`config.mk`:
```
export PLATFORM = sky130hd
export DESIGN_NAME = mpool_rsp_queue
export DESIGN_NICKNAME = d
export VERILOG_FILES = /design/src/rtl/mpool_pkg.sv /design/src/rtl/mpool_rsp_queue.sv
export SDC_FILE = /design/constraint.sdc
export NUM_CORES = 1
export LEC_CHECK = 0
export ABC_AREA = 1
export BUFFER_PORTS_ARGS = -buffer_cell sky130_fd_sc_hd__buf_2
export CAP_MARGIN = 25
export CORE_MARGIN = 2
export CORE_UTILIZATION = 55
export DETAILED_ROUTE_END_ITERATION = 10
export GPL_ROUTABILITY_DRIVEN = 0
export PLACE_DENSITY_LB_ADDON = 0.12
export SLEW_MARGIN = 20
export SYNTH_ARGS = -nofsm -noshare
export SYNTH_HDL_FRONTEND = slang
export SYNTH_SLANG_ARGS = --single-unit
```
`constraint.sdc`:
```
create_clock -name clock -period 4 [get_ports clock]
set_clock_uncertainty 0.1 [all_clocks]
set_input_delay 0.4 -clock clock [delete_from_list [all_inputs] [get_ports clock]]
set_output_delay 0.4 -clock clock [all_outputs]
set_load 0.1 [all_outputs]
```
`src/rtl/mpool_pkg.sv`:
```
// Shared codes, widths and types of the 2x2 max pooling block.
package mpool_pkg;

   // Request and result codes
   localparam logic REQ_FWD  = 1'b0;
   localparam logic REQ_BWD  = 1'b1;
   localparam logic KIND_FWD = 1'b0;
   localparam logic KIND_BWD = 1'b1;

   // Configuration register indexes and widths
   localparam int CSR_IDX_BITS  = 2;
   localparam int CSR_DATA_BITS = 7;
   localparam int CH_REG_BITS   = 5;
   localparam logic [CSR_IDX_BITS-1:0] CSR_IN_WIDTH  = 2'd0;
   localparam logic [CSR_IDX_BITS-1:0] CSR_IN_HEIGHT = 2'd1;
   localparam logic [CSR_IDX_BITS-1:0] CSR_CHANNELS  = 2'd2;

   localparam logic [CSR_DATA_BITS-1:0] IN_WIDTH_RESET  = 7'd64;
   localparam logic [CSR_DATA_BITS-1:0] IN_HEIGHT_RESET = 7'd64;
   localparam logic [CH_REG_BITS-1:0]   CHANNELS_RESET  = 5'd16;

   // Flat index width on the result channel
   localparam int INDEX_BITS = 16;

   // Result queue
   localparam int QUEUE_DEPTH = 3;
   localparam int QPTR_BITS   = $clog2(QUEUE_DEPTH);
   localparam int QCNT_BITS   = $clog2(QUEUE_DEPTH + 1);

   // Cycles for the geometry products to settle after a register write
   localparam int SETTLE_CYCLES = 2;
   localparam int SETTLE_BITS   = $clog2(SETTLE_CYCLES + 1);

   // Position of a sample in its window: row bit, column bit
   typedef logic [1:0] pos_type;

endpackage

```
`src/rtl/mpool_rsp_queue.sv`:
```
// Small result queue that parts the pooling pipeline from the result channel.
module mpool_rsp_queue
   import mpool_pkg::*;
#(
   parameter int WORD_BITS = 34
) (
   input  logic                 clock,
   input  logic                 reset,
   input  logic                 push_valid,
   input  logic [WORD_BITS-1:0] push_word,
   input  logic                 out_stall,
   output logic                 out_valid,
   output logic [WORD_BITS-1:0] out_word,
   output logic [QCNT_BITS-1:0] count
);

   logic [WORD_BITS-1:0] entry_ff [QUEUE_DEPTH];
   logic [QPTR_BITS-1:0] head_ff, head_in;
   logic [QPTR_BITS-1:0] tail_ff, tail_in;
   logic [QCNT_BITS-1:0] count_ff, count_in;
   logic                 pop;

   assign out_valid = (count_ff != '0);
   assign out_word  = entry_ff[head_ff];
   assign count     = count_ff;
   assign pop       = out_valid && !out_stall;

   always_comb begin
      head_in  = head_ff;
      tail_in  = tail_ff;
      count_in = count_ff;
      if (pop) begin
         head_in = (head_ff == QPTR_BITS'(QUEUE_DEPTH - 1)) ? '0 : head_ff + 1'b1;
      end
      if (push_valid) begin
         tail_in = (tail_ff == QPTR_BITS'(QUEUE_DEPTH - 1)) ? '0 : tail_ff + 1'b1;
      end
      unique case ({push_valid, pop})
         2'b10:   count_in = count_ff + 1'b1;
         2'b01:   count_in = count_ff - 1'b1;
         default: count_in = count_ff;
      endcase
   end

   always_ff @(posedge clock) begin
      if (reset) begin
         head_ff  <= '0;
         tail_ff  <= '0;
         count_ff <= '0;
      end else begin
         head_ff  <= head_in;
         tail_ff  <= tail_in;
         count_ff <= count_in;
      end
   end

   always_ff @(posedge clock) begin
      if (push_valid) begin
         entry_ff[tail_ff] <= push_word;
      end
   end

   a_no_overflow: assert property (@(posedge clock) disable iff (reset)
      (count_ff == QCNT_BITS'(QUEUE_DEPTH)) |-> !push_valid || pop)
      else $error("result queue overflow");

   a_no_underflow: assert property (@(posedge clock) disable iff (reset)
      (count_ff == '0) |=> (count_ff <= QCNT_BITS'(1)))
      else $error("result queue count jumped from empty");

   a_order: assert property (@(posedge clock) disable iff (reset)
      (out_valid && out_stall && !push_valid) |=> $stable(count_ff))
      else $error("result queue count moved while stalled");

endmodule

```
## Word level (Yosys, flattened, before mapping)

Memories as Yosys holds them, arrays and structs flattened. A register that Yosys moved wholly into a read port is not among the register bits.
Cells that the tools add are included.
W data, S select, Z words.

- Mux-type cells: 7
- Add/subtract/negate cells: 4
- Equal/unequal tests: 4
- Reductions and logical operators: 4

Operators by type and width:

| kind | count |
|---|---|
| $mux W2 | 4 |
| $add A2 B1 Y2 const B | 3 |
| $eq A2 B2 Y1 const B | 3 |
| $pmux W2 S2 | 1 |
| $reduce_bool A2 Y1 | 2 |
| $eq A2 B1 Y1 const B | 1 |
| $mux W1 | 2 |
| $sub A2 B1 Y2 const B | 1 |
| $logic_and A1 B1 Y1 | 1 |
| $logic_not A1 Y1 | 1 |

- Register bits after elaboration: 6
- Memories: 1
- Logic and storage cells: 23
- Bits of input ports: 38
- Bits in writable memories: 102
- Output and inout bits: 37

Memory list:

| name | words | bits a word | read ports | clocked after Yosys merged registers in | write ports | RTL line | text |
|---|---|---|---|---|---|---|---|
| entry_ff | 3 | 34 | 1 | 1 | 1 | mpool_rsp_queue.sv:17 | `logic [WORD_BITS-1:0] entry_ff [QUEUE_DEPTH];` |

## Longest topological paths before layout

- Depth in word-level cells: 4
- Mapped depth: 10
- Gate-level depth less buffers: 10

## Worst setup path after synthesis

OpenSTA, ideal clock, no wires.

- Path kind: input to register
- Start: input push_valid
- End: memory entry_ff[2][0], enable pin
- Setup slack: 0.600 ns
- Required time: 3.432 ns
- Path buffers: 0
- Setup time: 0.468 ns
- Stages: 2
- Arrival: 2.832 ns
- Cells stage by stage: inv_1 -> nor3_1

- Longest elaborated chain between the ends: 2

Ends and longest elaborated chain:

| item | RTL line | text |
|---|---|---|
| start: declaration | mpool_rsp_queue.sv:9 | `input logic push_valid,` |
| $mux W1 | mpool_rsp_queue.sv:58 | `if (push_valid) begin` |
| $mux W1 (implied by the code) | mpool_rsp_queue.sv:59 | `entry_ff[tail_ff] <= push_word;` |
| end: declaration | mpool_rsp_queue.sv:17 |  |

Every way passes these cells.

==> impl_results.md <==
* Run status: finished clean
* Final worst path period share at 64.60%
* Slew @ Worst Pin at 0.8053 ns
* Clock Power Share at 23.0%
* Max incr delay on CP at just under 0.9 ns
* Count of input and output buffers at 74
* Largest net degree at the start of global routing at 36
* Rows at 31
* Die Height at 91.37 um
* Post-Synth Adder-Cell Area at 0.2981%
* Fmax at 387.0 MHz
* Postcts setup bufs at 0
* Pint at about 1800 uW
* Inserted Diodes at 0
* Max Cap Viol at 0
* Final setup vio count at 0
* Synthesized area at ~4200 sq um
* Starting Density at 57.26%
* Yosys cell types at 20
* Vias in the first global route at 2361
* Critical Path Start Type: register
* Most frequent cells in the layout: edfxtp_1 (102), buf_2 (74), a21oi_1 (65)
* Vias at roughly 2500
* Logic pwr share at 32.3%
* Power share of the sequential group at 44.7%
* Sw Ratio at 40.74%
* Sequential-to-total area share from yosys stat at 76.78%
* Antenna violations before repair at 0
* CTS tree: done
* CP most frequent cell: a21oi_1
* Clk_lat worst skew at 0.35 ns
* Hold WS at 0.1177 ns
* Req. time, crit path at between 3 and 4 ns
* Nets@finish at between 400 and 500
* Worst Setup End Kind: output port
* CP max-delay cell: dfxtp_2
* Maximum fanout along the worst path at 35
* Cells after synthesis at 304
* Layout cell share with drive strength beyond 1 at between 20% and 30%
* Reg2Reg Setup Slack at 2.09 ns
* Post-CTS Hold Fix Bufs at 0
* Total grt overflow at 0
* Remaining DRCs at 0
* Multiplexer area fraction after synthesis at 0%
* Net Count, Synth at 343
* Total Wirelength at 7.226 mm
* Slew Limit Fails at 0
* Layout area overhead at 13.98%
* Num CTS Buffers at 9
* Min-delay worst type: in -> reg
* #FFs+latches synth at 110
* First-pass GRT wire length at 11.45 mm
* Gates resized, CTS repair at 0
* H-tree depth at 3
* Worst-path cell chain: a21oi_1 -> a21oi_1 -> buf_2
* Sw Pwr at 1248 uW
* Clock transition at path regs at ~0.10 ns
* Ys Warns at 0
* Power per cell area at 640.1 nW/um^2
* Die Area at 8348 sq um
* Leak Pwr at 0.001822 uW
* Max IR drop VDD at around 0.34 mV
* Clock sinks at 110
* 1st-pass router iterations at 4
* Synth Area per Inst at 13.81 sq um
* Clk root buf: clkbuf_8
* Fin. Hold Viols at 0
* ANT nets after route at 0
* Detailed Route Iter0 Violations at 133
* Unrepaired setup endpoints after global routing: false
* Tmin final at 2.584 ns
* Core ar. at 7331 sq um
* Main combinational cell family by area after synthesis: compound AO/OA/AOI/OAI gates
* Final TNS setup at 0 ns
* Die W at 91.37 um
* Dpl hpwl at 4.016 mm
* Max transition margin at 46.31%
* I/O Pins at 75
* Simple logic cell fraction of the synthesized area at 8.316%
* Post-synthesis compound-gate area fraction at 9.359%
* CTS Buffer Depth at 2
* Critical path arrival at ~2.1 ns
* Wire per inst at 14.99 um
* Vias per cell at around 5.1
* Most common cell after layout, fill and taps aside: edfxtp_1
* Xor/xnor share of the synthesized area at 0%
* Fill cell count at 570
* Global-route usage over all layers at 18.03%
* Critical path class: reg -> out
-- registers in the layout, summed over array words and instances, names as in the netlist, named ones only --
signal	flops
tail_ff	2
head_ff	2
count	2
entry_ff	102
-- critical path: cells and delay by family (launching register included) --
family	cells	cell delay, ns
AO/OA/AOI/OAI	2	0.38
flip-flops	1	0.87
buffers and inverters	1	0.47
-- kinds of logic after synthesis --
logic type      count (synthesis)
buf+inv                        29
fa+ha+maj                       1
compound gates                 74
simple gates                   90
flops                         110
-- cells in the mapped netlist --
cell	instances	share of area, %
a21oi_1	65	7.7
a21oi_2	6	1.3
buf_4	6	1.1
buf_6	3	0.80
buf_8	3	1.1
clkbuf_8	2	0.66
dfxtp_1	8	3.8
edfxtp_1	102	73
ha_1	1	0.30
inv_1	11	0.98
inv_2	2	0.18
inv_6	1	0.21
inv_8	1	0.27
nand2_1	40	3.6
nand2_2	2	0.30
nand3_1	2	0.24
nand4_1	1	0.15
nor2_1	44	3.9
nor3_1	1	0.12
o21ai_0	3	0.36
-- path summary, 6_finish.rpt --
path,endpoint,depth (start not counted),startpoint
worst max-delay path,out_word[15],3,register
worst min register to register,tail_ff[1],2,tail_ff[1]
worst max register to register,entry_ff[1][18],4,tail_ff[1]
worst min-delay path,tail_ff[1],2,reset
-- per-layer routing --
layer,vias up,part of all wire (%),GRT usage (%)
li1,1225,-,-
met1,1165,45,24.61
met2,83,48,29.20
met3,9,5.9,3.402
met4,0,1.2,6.566
met5,-,0,0
-- layout make-up --
type	instances	area (sq um)	area share, %
timing repair buffer	77	392.9	8.211
tap	99	123.9	2.589
clock buffer	10	127.6	2.667
inverter	15	68.82	1.438
multi-input combinational	165	759.5	15.87
clock inverter	6	86.33	1.804
sequential	110	3226	67.42
-- through the flow --
stage | worst slack [ns] | total power (uW) | cells | utilization (%) | area, sq um
after floorplan | 0.6003 | 2260 | 304 | - | 4198
after global placement | 1.834 | 2382 | 466 | 62.35 | 4571
after detailed placement | 1.809 | 2389 | 466 | 62.35 | 4571
after CTS | 1.408 | 3077 | 482 | 65.27 | 4785
after global routing | 1.212 | 3162 | 482 | 65.27 | 4785
final | 1.416 | 3063 | 482 | 65.27 | 4785
-- power by group through the flow --
stage          combinational, uW  sequential [uW]  clock, uW
5_1_grt                     1040             1380        746
4_1_cts                      995             1370        712
6_report                     988             1370        706
2_1_floorplan                876             1380          0
3_3_place_gp                 988             1390          0
3_5_place_dp                 994             1400          0
Note: power is estimated with default switching activity, not from simulation.
